$ cat src/hw/rtl/pctt_pkg.sv
// Shared types, codes and constants for the phase clock with tap tempo.
package pctt_pkg;

  // Function codes of an input word
  localparam logic [2:0] FN_TICK   = 3'd0;
  localparam logic [2:0] FN_RESET  = 3'd1;
  localparam logic [2:0] FN_TAP    = 3'd2;
  localparam logic [2:0] FN_TEMPO  = 3'd3;
  localparam logic [2:0] FN_DIVIDE = 3'd4;

  // Configuration register indexes
  localparam logic [2:0] REG_MULT    = 3'd0;
  localparam logic [2:0] REG_EXT     = 3'd1;
  localparam logic [2:0] REG_RATE    = 3'd2;
  localparam logic [2:0] REG_MIN_IV  = 3'd3;
  localparam logic [2:0] REG_MAX_IV  = 3'd4;
  localparam logic [2:0] REG_THRESH  = 3'd5;

  // Configuration reset values
  localparam logic [4:0]  MULT_RST   = 5'd1;
  localparam logic [16:0] RATE_RST   = 17'd48000;
  localparam logic [31:0] MIN_IV_RST = 32'd4800;
  localparam logic [31:0] MAX_IV_RST = 32'd192000;
  localparam logic [31:0] THRESH_RST = 32'hF000_0000;

  // Tenths of BPM per tick-per-second
  localparam logic [26:0] TENTHS_PER_MIN = 27'd600;
  // Full phase turn, 2^32
  localparam logic [32:0] FULL_TURN = 33'h1_0000_0000;

  // Divider: one quotient bit per cycle
  localparam int DIV_STEPS = 33;
  localparam int DIV_CW    = $clog2(DIV_STEPS + 1);

  // Divider operand selection
  localparam logic [1:0] SRC_TEMPO = 2'd0;  // ticks/min over tempo
  localparam logic [1:0] SRC_TAP   = 2'd1;  // full turn over tap interval
  localparam logic [1:0] SRC_TICKS = 2'd2;  // full turn over ticks per beat

  // Controller to datapath commands
  typedef struct packed {
    logic       load;
    logic       tick;
    logic       preset;
    logic       set_div;
    logic       tap_store;
    logic       tap_clear;
    logic       div_start;
    logic [1:0] div_src;
    logic       ld_step;
    logic       mul;
    logic       sat;
    logic       clr_bpm;
    logic       out_load;
  } pctt_cmd_t;

  // Datapath to controller status
  typedef struct packed {
    logic tap_first;
    logic tap_ok;
    logic iv_nz;
    logic tempo_nz;
    logic quot_nz;
    logic div_busy;
  } pctt_sts_t;

endpackage

$ cat src/hw/rtl/pctt_div.sv
// Restoring divider, 33-bit dividend by 32-bit divisor, one bit per cycle.
module pctt_div (
  input  logic        clk,
  input  logic        rst,
  input  logic        start,
  input  logic [32:0] dividend,
  input  logic [31:0] divisor,
  output logic        busy,
  output logic [32:0] quot
);

  logic [pctt_pkg::DIV_CW-1:0] cnt;
  logic [31:0] rem;
  logic [32:0] quo;
  logic [31:0] dvs;
  logic [32:0] trial;
  logic [32:0] diff;
  logic        ge;

  // One trial subtraction per step
  assign trial = {rem, quo[32]};
  assign ge    = trial >= {1'b0, dvs};
  assign diff  = trial - {1'b0, dvs};
  assign busy  = cnt != '0;
  assign quot  = quo;

  // Step counter
  always_ff @(posedge clk) begin
    if (rst) begin
      cnt <= '0;
    end else if (start) begin
      cnt <= pctt_pkg::DIV_CW'(pctt_pkg::DIV_STEPS);
    end else if (busy) begin
      cnt <= cnt - 1'b1;
    end
  end

  // Remainder and quotient shift
  always_ff @(posedge clk) begin
    if (start) begin
      rem <= '0;
      quo <= dividend;
      dvs <= divisor;
    end else if (busy) begin
      rem <= ge ? diff[31:0] : trial[31:0];
      quo <= {quo[31:0], ge};
    end
  end

endmodule

$ cat src/hw/rtl/pctt_dp.sv
// Datapath: config registers, phase state, tap logic, divider and multiplier.
module pctt_dp (
  input  logic                 clk,
  input  logic                 rst,
  input  pctt_pkg::pctt_cmd_t  cmd,
  output pctt_pkg::pctt_sts_t  sts,
  input  logic                 cfg_write,
  input  logic [2:0]           cfg_index,
  input  logic [31:0]          cfg_data,
  input  logic [31:0]          tap_time,
  input  logic [15:0]          bpm_tenths,
  input  logic [7:0]           new_divisor,
  output logic                 main_edge,
  output logic                 sub_edge,
  output logic [31:0]          phase_now,
  output logic [15:0]          tap_bpm,
  output logic [31:0]          tick_total
);

  // Configuration
  logic [4:0]  mult;
  logic        ext;
  logic [16:0] rate;
  logic [31:0] min_iv;
  logic [31:0] max_iv;
  logic [31:0] thresh;

  // Clock state
  logic [31:0] acc;
  logic [31:0] step;
  logic [31:0] tick_cnt;
  logic [31:0] last_tap;
  logic [7:0]  sub_cnt;
  logic [7:0]  ratio;
  logic        armed;
  logic        main_flag;
  logic        sub_flag;
  logic [15:0] bpm;

  // Latched payload and working registers
  logic [31:0] tap_q;
  logic [15:0] bpm_q;
  logic [7:0]  divr_q;
  logic [26:0] ticks_per_min;
  logic [58:0] prod;

  // Divider hookup
  logic [32:0] div_dividend;
  logic [31:0] div_divisor;
  logic [32:0] div_quot;
  logic        div_busy;

  // Tick arithmetic
  logic [32:0] sum;
  logic [31:0] pp;
  logic [31:0] sm;
  logic [31:0] cp;
  logic [7:0]  sub_inc;
  logic        hit;
  logic        armed_t;
  logic        armed_tick;
  logic [7:0]  sub_tick;

  // Phase reset guard
  logic        do_preset;
  logic        reset_ok;
  logic        apply_reset;
  logic [31:0] interval;

  // Config register writes
  always_ff @(posedge clk) begin
    if (rst) begin
      mult   <= pctt_pkg::MULT_RST;
      ext    <= 1'b0;
      rate   <= pctt_pkg::RATE_RST;
      min_iv <= pctt_pkg::MIN_IV_RST;
      max_iv <= pctt_pkg::MAX_IV_RST;
      thresh <= pctt_pkg::THRESH_RST;
    end else if (cfg_write) begin
      case (cfg_index)
        pctt_pkg::REG_MULT:   mult   <= cfg_data[4:0];
        pctt_pkg::REG_EXT:    ext    <= cfg_data[0];
        pctt_pkg::REG_RATE:   rate   <= cfg_data[16:0];
        pctt_pkg::REG_MIN_IV: min_iv <= cfg_data;
        pctt_pkg::REG_MAX_IV: max_iv <= cfg_data;
        pctt_pkg::REG_THRESH: thresh <= cfg_data;
        default: ;
      endcase
    end
  end

  // Ticks per minute follows the rate register (constant multiply)
  always_ff @(posedge clk) begin
    ticks_per_min <= {10'd0, rate} * pctt_pkg::TENTHS_PER_MIN;
  end

  // Payload latch at accept
  always_ff @(posedge clk) begin
    if (cmd.load) begin
      tap_q  <= tap_time;
      bpm_q  <= bpm_tenths;
      divr_q <= new_divisor;
    end
  end

  // Tick: next phase, subclock wrap test via (phase * mult) mod 2^32
  assign sum        = {1'b0, acc} + {1'b0, step};
  assign pp         = acc * {27'd0, mult};
  assign sm         = step * {27'd0, mult};
  assign cp         = pp + sm;
  assign sub_inc    = (pp > cp) ? sub_cnt + 8'd1 : sub_cnt;
  assign hit        = sub_inc >= ratio;
  assign armed_t    = hit | armed;
  assign sub_tick   = (hit || (armed_t && sum[32])) ? 8'd0 : sub_inc;
  assign armed_tick = armed_t & ~sum[32];

  // Phase reset is skipped near the top in external mode
  assign do_preset   = cmd.preset | (cmd.set_div & ext);
  assign reset_ok    = !(ext && (acc > thresh));
  assign apply_reset = do_preset & reset_ok;

  // Clock state update
  always_ff @(posedge clk) begin
    if (rst) begin
      acc       <= '0;
      main_flag <= 1'b0;
      sub_flag  <= 1'b0;
      sub_cnt   <= '0;
      armed     <= 1'b0;
      ratio     <= 8'd1;
      tick_cnt  <= '0;
    end else begin
      if (cmd.tick) begin
        acc       <= sum[31:0];
        main_flag <= sum[32];
        sub_flag  <= hit;
        sub_cnt   <= sub_tick;
        armed     <= armed_tick;
        tick_cnt  <= tick_cnt + 32'd1;
      end else if (apply_reset) begin
        acc       <= '0;
        main_flag <= 1'b1;
        armed     <= 1'b0;
      end else if (cmd.set_div) begin
        armed     <= 1'b1;
      end
      if (cmd.set_div) begin
        ratio <= divr_q;
      end
    end
  end

  // Tap interval and last tap
  assign interval = tap_q - last_tap;

  always_ff @(posedge clk) begin
    if (rst) begin
      last_tap <= '0;
    end else if (cmd.tap_store) begin
      last_tap <= tap_q;
    end else if (cmd.tap_clear) begin
      last_tap <= '0;
    end
  end

  // Divider operand selection
  always_comb begin
    div_dividend = pctt_pkg::FULL_TURN;
    div_divisor  = interval;
    case (cmd.div_src)
      pctt_pkg::SRC_TEMPO: begin
        div_dividend = {6'd0, ticks_per_min};
        div_divisor  = {16'd0, bpm_q};
      end
      pctt_pkg::SRC_TAP:   div_divisor = interval;
      pctt_pkg::SRC_TICKS: div_divisor = div_quot[31:0];
      default: ;
    endcase
  end

  pctt_div u_div (
    .clk      (clk),
    .rst      (rst),
    .start    (cmd.div_start),
    .dividend (div_dividend),
    .divisor  (div_divisor),
    .busy     (div_busy),
    .quot     (div_quot)
  );

  // Phase step, saturated at all ones
  always_ff @(posedge clk) begin
    if (rst) begin
      step <= '0;
    end else if (cmd.ld_step) begin
      step <= div_quot[32] ? 32'hFFFF_FFFF : div_quot[31:0];
    end
  end

  // Tempo of the step: step * ticks/min, upper word, saturated
  always_ff @(posedge clk) begin
    if (cmd.mul) begin
      prod <= {27'd0, step} * {32'd0, ticks_per_min};
    end
  end

  always_ff @(posedge clk) begin
    if (rst) begin
      bpm <= '0;
    end else if (cmd.clr_bpm) begin
      bpm <= '0;
    end else if (cmd.sat) begin
      bpm <= (|prod[58:48]) ? 16'hFFFF : prod[47:32];
    end
  end

  // Output word register
  always_ff @(posedge clk) begin
    if (cmd.out_load) begin
      main_edge  <= main_flag;
      sub_edge   <= sub_flag;
      phase_now  <= acc;
      tap_bpm    <= bpm;
      tick_total <= tick_cnt;
    end
  end

  // Status to controller
  assign sts.tap_first = last_tap == '0;
  assign sts.tap_ok    = !((interval < min_iv) || (interval > max_iv));
  assign sts.iv_nz     = interval != '0;
  assign sts.tempo_nz  = bpm_q != '0;
  assign sts.quot_nz   = div_quot[31:0] != '0;
  assign sts.div_busy  = div_busy;

endmodule

$ cat src/hw/rtl/pctt_ctrl.sv
// Controller: sequences one word at a time through execute, divide and multiply steps.
module pctt_ctrl (
  input  logic                 clk,
  input  logic                 rst,
  input  logic                 in_valid,
  input  logic [2:0]           func,
  output logic                 in_stall,
  output logic                 out_valid,
  input  logic                 out_stall,
  output pctt_pkg::pctt_cmd_t  cmd,
  input  pctt_pkg::pctt_sts_t  sts
);

  localparam logic [2:0] S_IDLE = 3'd0;
  localparam logic [2:0] S_EXEC = 3'd1;
  localparam logic [2:0] S_DIV1 = 3'd2;
  localparam logic [2:0] S_DIV2 = 3'd3;
  localparam logic [2:0] S_MUL  = 3'd4;
  localparam logic [2:0] S_SAT  = 3'd5;
  localparam logic [2:0] S_DONE = 3'd6;

  logic [2:0] state;
  logic [2:0] state_next;
  logic [2:0] func_q;
  logic       accept;
  logic       out_free;

  assign in_stall = state != S_IDLE;
  assign accept   = in_valid && !in_stall;
  assign out_free = !out_valid || !out_stall;

  // Function code latch
  always_ff @(posedge clk) begin
    if (accept) begin
      func_q <= func;
    end
  end

  // Next state and commands
  always_comb begin
    state_next = state;
    cmd        = '0;
    cmd.load   = accept;
    cmd.div_src = pctt_pkg::SRC_TAP;
    case (state)
      S_IDLE: begin
        if (accept) state_next = S_EXEC;
      end
      S_EXEC: begin
        cmd.clr_bpm = 1'b1;
        state_next  = S_DONE;
        case (func_q)
          pctt_pkg::FN_TICK:   cmd.tick    = 1'b1;
          pctt_pkg::FN_RESET:  cmd.preset  = 1'b1;
          pctt_pkg::FN_DIVIDE: cmd.set_div = 1'b1;
          pctt_pkg::FN_TAP: begin
            if (sts.tap_first) begin
              cmd.tap_store = 1'b1;
            end else if (!sts.tap_ok) begin
              cmd.tap_clear = 1'b1;
            end else begin
              cmd.tap_store = 1'b1;
              cmd.preset    = 1'b1;
              if (sts.iv_nz) begin
                cmd.div_start = 1'b1;
                state_next    = S_DIV2;
              end else begin
                state_next = S_MUL;
              end
            end
          end
          pctt_pkg::FN_TEMPO: begin
            if (sts.tempo_nz) begin
              cmd.div_start = 1'b1;
              cmd.div_src   = pctt_pkg::SRC_TEMPO;
              state_next    = S_DIV1;
            end
          end
          default: ;
        endcase
      end
      // ticks per beat = ticks/min over tempo
      S_DIV1: begin
        if (!sts.div_busy) begin
          if (sts.quot_nz) begin
            cmd.div_start = 1'b1;
            cmd.div_src   = pctt_pkg::SRC_TICKS;
            state_next    = S_DIV2;
          end else begin
            state_next = S_DONE;
          end
        end
      end
      // phase step = full turn over ticks
      S_DIV2: begin
        if (!sts.div_busy) begin
          cmd.ld_step = 1'b1;
          state_next  = (func_q == pctt_pkg::FN_TAP) ? S_MUL : S_DONE;
        end
      end
      S_MUL: begin
        cmd.mul    = 1'b1;
        state_next = S_SAT;
      end
      S_SAT: begin
        cmd.sat    = 1'b1;
        state_next = S_DONE;
      end
      S_DONE: begin
        if (out_free) begin
          cmd.out_load = 1'b1;
          state_next   = S_IDLE;
        end
      end
      default: state_next = S_IDLE;
    endcase
  end

  // State register
  always_ff @(posedge clk) begin
    if (rst) begin
      state <= S_IDLE;
    end else begin
      state <= state_next;
    end
  end

  // Output word valid
  always_ff @(posedge clk) begin
    if (rst) begin
      out_valid <= 1'b0;
    end else if (cmd.out_load) begin
      out_valid <= 1'b1;
    end else if (!out_stall) begin
      out_valid <= 1'b0;
    end
  end

  // The divider is never restarted while running
  assert property (@(posedge clk) disable iff (rst) cmd.div_start |-> !sts.div_busy)
    else $error("divider started while busy");

  // Only set tempo uses the first division
  assert property (@(posedge clk) disable iff (rst)
    (state == S_DIV1) |-> (func_q == pctt_pkg::FN_TEMPO))
    else $error("first division outside set tempo");

  // Tempo multiply only follows a tap
  assert property (@(posedge clk) disable iff (rst)
    (state == S_MUL || state == S_SAT) |-> (func_q == pctt_pkg::FN_TAP))
    else $error("tempo multiply outside tap");

  // A finished word always reaches the output register
  assert property (@(posedge clk) disable iff (rst)
    (state == S_DONE && out_free) |=> (out_valid && state == S_IDLE))
    else $error("result word not delivered");

endmodule

$ cat src/hw/rtl/phase_clock_with_tap_tempo_core.sv
// Top level of the phase accumulator clock with tap tempo.
//
//  channel  | handshake              | payload
//  ---------+------------------------+------------------------------------------------
//  in       | in_valid / in_stall    | func, tap_time, bpm_tenths, new_divisor
//  out      | out_valid / out_stall  | main_edge, sub_edge, phase_now, tap_bpm, tick_total
//  config   | cfg_write              | cfg_index, cfg_data
//
// Tick, reset, divide, zero tempo, other codes, first or rejected tap: execute, then done.
// Accepted tap: one division (none if interval is 0), set tempo: two (one if ticks/beat is 0);
// each division runs in the shared 33-step divider, a tap adds multiply and saturate.
// One word is in work at a time; a new word is taken while the previous result waits.
// A stalled output holds the finished word in the controller until the register frees.
// rst is synchronous: clock state, config registers and control return to reset values.
module phase_clock_with_tap_tempo_core (
  input  logic        clk,
  input  logic        rst,
  input  logic        in_valid,
  output logic        in_stall,
  input  logic [2:0]  func,
  input  logic [31:0] tap_time,
  input  logic [15:0] bpm_tenths,
  input  logic [7:0]  new_divisor,
  output logic        out_valid,
  input  logic        out_stall,
  output logic        main_edge,
  output logic        sub_edge,
  output logic [31:0] phase_now,
  output logic [15:0] tap_bpm,
  output logic [31:0] tick_total,
  input  logic        cfg_write,
  input  logic [2:0]  cfg_index,
  input  logic [31:0] cfg_data
);

  pctt_pkg::pctt_cmd_t cmd;
  pctt_pkg::pctt_sts_t sts;

  pctt_ctrl u_ctrl (
    .clk       (clk),
    .rst       (rst),
    .in_valid  (in_valid),
    .func      (func),
    .in_stall  (in_stall),
    .out_valid (out_valid),
    .out_stall (out_stall),
    .cmd       (cmd),
    .sts       (sts)
  );

  pctt_dp u_dp (
    .clk         (clk),
    .rst         (rst),
    .cmd         (cmd),
    .sts         (sts),
    .cfg_write   (cfg_write),
    .cfg_index   (cfg_index),
    .cfg_data    (cfg_data),
    .tap_time    (tap_time),
    .bpm_tenths  (bpm_tenths),
    .new_divisor (new_divisor),
    .main_edge   (main_edge),
    .sub_edge    (sub_edge),
    .phase_now   (phase_now),
    .tap_bpm     (tap_bpm),
    .tick_total  (tick_total)
  );

endmodule
$ cat config.mk
export PLATFORM = sky130hd
export DESIGN_NAME = phase_clock_with_tap_tempo_core
export DESIGN_NICKNAME = d
export VERILOG_FILES = /design/src/hw/rtl/pctt_pkg.sv /design/src/hw/rtl/pctt_div.sv /design/src/hw/rtl/pctt_dp.sv /design/src/hw/rtl/pctt_ctrl.sv /design/src/hw/rtl/phase_clock_with_tap_tempo_core.sv
export SDC_FILE = /design/constraint.sdc
export NUM_CORES = 2
export LEC_CHECK = 0
export BUFFER_PORTS_ARGS = -buffer_cell sky130_fd_sc_hd__buf_2
export CAP_MARGIN = 20
export CORE_MARGIN = 2
export CORE_UTILIZATION = 54
export CTS_CLUSTER_SIZE = 20
export DETAILED_ROUTE_END_ITERATION = 10
export PLACE_DENSITY = 0.72
export SLEW_MARGIN = 20
export SYNTH_ARGS = -nofsm -noshare
export SYNTH_HDL_FRONTEND = slang
export SYNTH_SLANG_ARGS = --single-unit
$ cat constraint.sdc
create_clock -name clk -period 19.11 [get_ports clk]
set_input_delay 3.822 -clock clk [delete_from_list [all_inputs] [get_ports clk]]
set_output_delay 3.822 -clock clk [all_outputs]
set_load 0.02 [all_outputs]
# Word-level counts from Yosys, hierarchy flattened
# Index checks and enable logic that the tools add are counted.
# totals
reg_bits,610
input_bits,99
output_inout_bits,84
word_cells,171
# op_classes
addsub,7
n_mul,4
n_lt_le_gt_ge,6
eq_ne,21
muxes,59
n_bitwise,6
n_reduce_logical,34
# ops
cell,count
$mux 32,6
$mux 33,3
$gt 32x32->1,3
$mul 32x5->32,2
$pmux 32 s2,1
$reduce_bool 32->1,2
$sub 32x32->32,2
$mul 32x24->56,1
$mux 3,12
$add 32x32->33,1
$ge 33x32->1,1
$add 32x1->32 const B,1
$add 32x32->32,1
$logic_not 32->1,1
$lt 32x32->1,1
$mul 17x7->24 const B,1
$mux 1,22
$pmux 3 s7,1
$eq 3x2->1 const B,6
$eq 3x3->1 const B,6
$mux 16,1
$mux 8,2
$reduce_bool 16->1,1
$mux 6,2
other kinds (26),57

# Depth between registers and ports, before layout
# logic_depth
ltp_word,12
ltp_mapped,60
ltp_nobuf,57

# Modules after synthesis
# A second synthesis with hierarchy kept.
# hier_totals
hier_cells,7017
area_unflattened_um2,63862.5
# by_module_without_submodules
module,instances,cells_per_inst,area_per_inst_um2,seq_area_each_um2
pctt_dp,1,6360,57247.4,11080.6
pctt_div,1,589,6099.6,2712.6
pctt_ctrl,1,68,515.5,170.2

# Worst setup path before layout
# Ideal clock, no wire load.
# synth_path
path_type,register to register
start,register u_dp.mult[2]
end,register u_dp.sub_cnt[5]
setup_time_ps,70
t_arrival_ps,12154
required_time_ps,19040
path_slack_ps,6886
path_stages_with_launch,59
n_path_buf,3
period_less_slack_ps,12224
path_cell_list,dfxtp_1 > clkbuf_1 > clkbuf_1 > clkbuf_1 > nand2_1 > fa_1 > fa_1 > fa_1 > inv_1 > ha_1 > nor2b_1 > o21ai_0 > a21boi_0 > o41ai_1 > o21ai_0 > o31a_1 > a21oi_1 > o21bai_1 > [... 23 more ...] > a21o_1 > a21o_1 > a21o_1 > a221oi_1 > or2_2 > mux2_2 > ha_1 > a21o_1 > a21o_1 > a21o_1 > a21o_1 > a21o_1 > a21o_1 > a21oi_1 > nand2_1 > a21oi_1 > o21ai_0 > a21oi_1
# synth_between
elab_chain_cells,9
elab_cells_between_ends,10
classes_between,1 x add/sub; 2 x mul; 2 x order compare; 2 x mux; 1 x bitwise; 2 x reduce/logical
# synth_lines
element,line_no,source
"start, declared",pctt_dp.sv:21,logic [4:0] mult;
"start signal, assigned",pctt_dp.sv:73,mult <= pctt_pkg::MULT_RST;
"start signal, assigned",pctt_dp.sv:81,pctt_pkg::REG_MULT: mult <= cfg_data[4:0];
"$mul 32x5->32, on equally long branches","pctt_dp.sv:108, pctt_dp.sv:109",
$add 32x32->32,pctt_dp.sv:110,assign cp = pp + sm;
$gt 32x32->1 (*),pctt_dp.sv:111,assign sub_inc = (pp > cp) ? sub_cnt + 8'd1 : sub_cnt;
$mux 8 (*),pctt_dp.sv:111,
$ge 8x8->1,pctt_dp.sv:112,assign hit = sub_inc >= ratio;
$or 1x1->1,pctt_dp.sv:113,assign armed_t = hit | armed;
$logic_and 1x1->1,pctt_dp.sv:114,assign sub_tick = (hit || (armed_t && sum[32])) ? 8'd0 : sub_inc;
$logic_or 1x1->1,pctt_dp.sv:114,
$mux 8 (*),pctt_dp.sv:114,
"end signal, assigned",pctt_dp.sv:137,sub_cnt <= sub_tick;
"end, declared",pctt_dp.sv:33,logic [7:0] sub_cnt;
# Mark *: on every way between the ends. The rest lies on a longest branch, timed or not.
# A chain may end at the register's enable or synchronous reset.

# Worst setup path in the final report
# layout_path
start,register u_dp.mult[4]
end,register u_dp.sub_cnt[7]
# The elaborated chain is that of the path after synthesis.

==> impl_metrics.yaml <==
outcome:
  status: "completed"
clocking:
  path_clk_slew_ps: 90
  cts_sinks: 581
  cts_resized: 0
  postCtsHoldBufs: 0
  clock_path_buffers: 3
  cts_made_buffers: 68
  cts.root.buffer_cell: "clkbuf_16"
  post-cts-setup-buffer-count: 0
  htree_levels: 3
  cts_tree: "done"
  clk_latency_ps: 660
layout:
  layout_common_cells: "1,141 x inv_1, 1,091 x nand2_1, 881 x fa_1"
  multiInputGateArea_um2: 43700
  final-seq-area_um2: 14000
  finalInstanceArea_um2: 67700
  nFillCells: 10200
  final_common_cell: "inv_1"
  nets: 8484
  drive_gt1_frac: 0.0634
  syn_to_final_growth_pct: 7.22
place:
  port_buffers: 182
  place_ws_ps: 5340
  dpl.hpwl_um: 126000
  place_congestion: 0.932
  dpl_cell_area_um2: 65500
setup_path:
  startpoint_type: "flop"
  r2r-end: "u_dp.sub_cnt[7]"
  crit_path_frequent_cell: "a21o_1"
  max_stage_delay_ps: 610
  reg2reg_slack_ps: 5110
  path_class: "reg -> reg"
  ff2ff_path_depth: 56
  crit_path_end_kind: "flop"
  cpMaxStageDelayCell: "dfxtp_2"
  r2r_start: "u_dp.mult[4]"
  cp_max_fo: 35
  arrival_ps: 14560
  required_ps: 19670
logic_synthesis:
  ys_ff_latch: 581
  async_flop_share: 0
  seq_area_frac_synth: 0.221
  synth_area_per_cell_um2: 9.09
  syn_inst: 6948
  syn-num-nets: 8471
  synthDistinctLibCells: 80
  synth_warnings: 0
  synth.cell_area_um2: 63200
  synth_edf_count: 233
  synth_flop_cell: "dfxtp_1"
detailed_routing:
  antenna_left: 0
  finalWirelength_um: 170000
  avgViaCountPerCell: 5.72
  drt_first_pass_iters: 5
  via_count: 48800
  wl_per_cell_um: 19.9
  drtIter0Drc: 3935
  drc: 0
floorplan:
  initial_core_util: 0.544
  die_h_um: 346
  core-area_um2: 116000
  die-area_um2: 120000
  io_pins: 183
  rows: 125
  die_w_um: 346
hold_path:
  min_from: "u_dp.bpm[4]"
  holdPathStages: 0
  hold_class: "reg -> reg"
  min_to: "u_dp.tap_bpm[4]"
timing:
  finalSetupViolCount: 0
  hold_viol: 0
  period_share: 0.733
  setup_ws_ps: 5110
  fmax_mhz: 71.4
  period_minus_slack_ps: 14000
  whs_ps: 425
  tightest_slew_ps: 1130
  slew_headroom: 0.245
  skew_ps: 38.2
  maxSlewViolCount: 0
  rsz0062_at_grt: "false"
  fin_tns_setup_ps: 0
power_and_ir_drop:
  power_density_nw_per_um2: 84.5
  vdd_ir_drop_max_mv: 0.0920
  total_power_uw: 5720
  p_leak_uw: 0.0302
global_route:
  grt_pass1_vias: 50000
  grt_util_all_layers: 0.287
  antenna_found_initial: 0
  grt_max_degree: 129
  gr-total-overflow: 0
  grt_pass1_wl_um: 273000
flow_run:
  maxCapViolCount: 0
## worst max-delay path: cells and delay by family (launching register included)
kind	cells	cell delay, ps
compound gates	32	7000
fa+ha+maj	10	4070
simple gates	6	770
buf+inv	5	700
flops	1	610
xor+xnor	2	350
mux	1	350
## sequential cells by signal, summed over array words and instances, names as in the netlist, 17 cells and up
name	cells
u_dp.phase_now	32
u_dp.tap_q	32
u_dp.last_tap	32
u_dp.min_iv	32
u_dp.u_div.rem	32
u_dp.max_iv	32
u_dp.rate	17
u_dp.u_div.quot	33
u_dp.tick_total	32
u_dp.ticks_per_min	24
u_dp.step	32
u_dp.prod	27
u_dp.tick_cnt	32
u_dp.thresh	32
u_dp.acc	32
u_dp.u_div.dvs	32
## through the flow
| stage | cells | utilization |
|---|---|---|
| global route | 8540 | 0.584 |
| finish | 8541 | 0.584 |
| detailed placement | 8415 | 0.565 |
| global placement | 8414 | 0.564 |
| floorplan | 6948 | - |
| CTS | 8540 | 0.584 |
## layout make-up
cell class / count / area share
inverter: 1142 / 0.0633
sequential: 581 / 0.206
antenna: 1 / 0.0000369
clock buffer: 99 / 0.0282
tap: 1524 / 0.0282
multi-input combinational: 4892 / 0.646
clock inverter: 26 / 0.00430
timing repair buffer: 276 / 0.0241
## power breakdown
| part | total, µW | internal (µW) | switching (µW) |
|---|---|---|---|
| Clock | 1310 | 746 | 565 |
| Sequential | 1790 | 1580 | 211 |
| Combinational | 2630 | 979 | 1650 |
## Yosys cell counts, drive strengths merged (8+ instances only)
cell type / number / area share
dfxtp: 348 / 0.11
a22oi: 77 / 0.0092
nor2: 309 / 0.018
nand3b: 21 / 0.0025
a21oi: 294 / 0.023
a211o: 22 / 0.0031
o21ai: 136 / 0.011
xor2: 83 / 0.012
and2: 386 / 0.038
xnor2: 140 / 0.019
or4: 9 / 0.0011
nor3: 123 / 0.0098
buf: 10 / 0.00091
a21o: 136 / 0.016
o21bai: 35 / 0.0042
nand2b: 34 / 0.0034
inv: 1142 / 0.068
nor2b: 39 / 0.0039
ha: 543 / 0.11
clkbuf: 323 / 0.019
a22o: 43 / 0.0060
nand3: 65 / 0.0052
or3: 24 / 0.0024
o31ai: 8 / 0.0010
o211ai: 25 / 0.0030
and4: 12 / 0.0017
edfxtp: 233 / 0.11
o2111ai: 8 / 0.0011
o221a: 16 / 0.0029
a211oi: 43 / 0.0065
a21boi: 11 / 0.0013
nand4: 49 / 0.0049
nand2: 1091 / 0.065
and3: 29 / 0.0029
a31oi: 22 / 0.0024
fa: 881 / 0.28
o21a: 22 / 0.0026
nor4: 36 / 0.0036
or2: 8 / 0.00079
mux2i: 24 / 0.0038
## routing by layer
metal | global-route usage | up-vias | routed length (µm)
met5 | 0 | - | 0
met2 | 0.477 | 1789 | 81500
met3 | 0.0434 | 313 | 12500
met1 | 0.387 | 24500 | 70400
met4 | 0.0962 | 0 | 5700
li1 | - | 22300 | -
## logic make-up after synthesis
logic type	Yosys count	synth area share
XOR/XNOR	224	0.0313
flip-flops	581	0.221
AND/OR/NAND/NOR	2252	0.166
buffers and inverters	1475	0.0880
multiplexers	26	0.00416
adder cells (fa/ha/maj)	1424	0.387
AO/OA/AOI/OAI	966	0.103
## worst max path at each step
stage	slack [ps]	cells after the start	startpoint	endpoint
final	5110	56	u_dp.mult[4]	u_dp.sub_cnt[7]
after global routing	4160	56	u_dp.mult[4]	u_dp.sub_cnt[7]
after CTS	5210	56	u_dp.mult[4]	u_dp.sub_cnt[7]
after detailed placement	5340	56	u_dp.mult[4]	u_dp.sub_cnt[7]
after global placement	5490	56	u_dp.mult[4]	u_dp.sub_cnt[5]
after floorplan	6890	58	u_dp.mult[2]	u_dp.sub_cnt[5]
(Power assumes the default switching activity.)
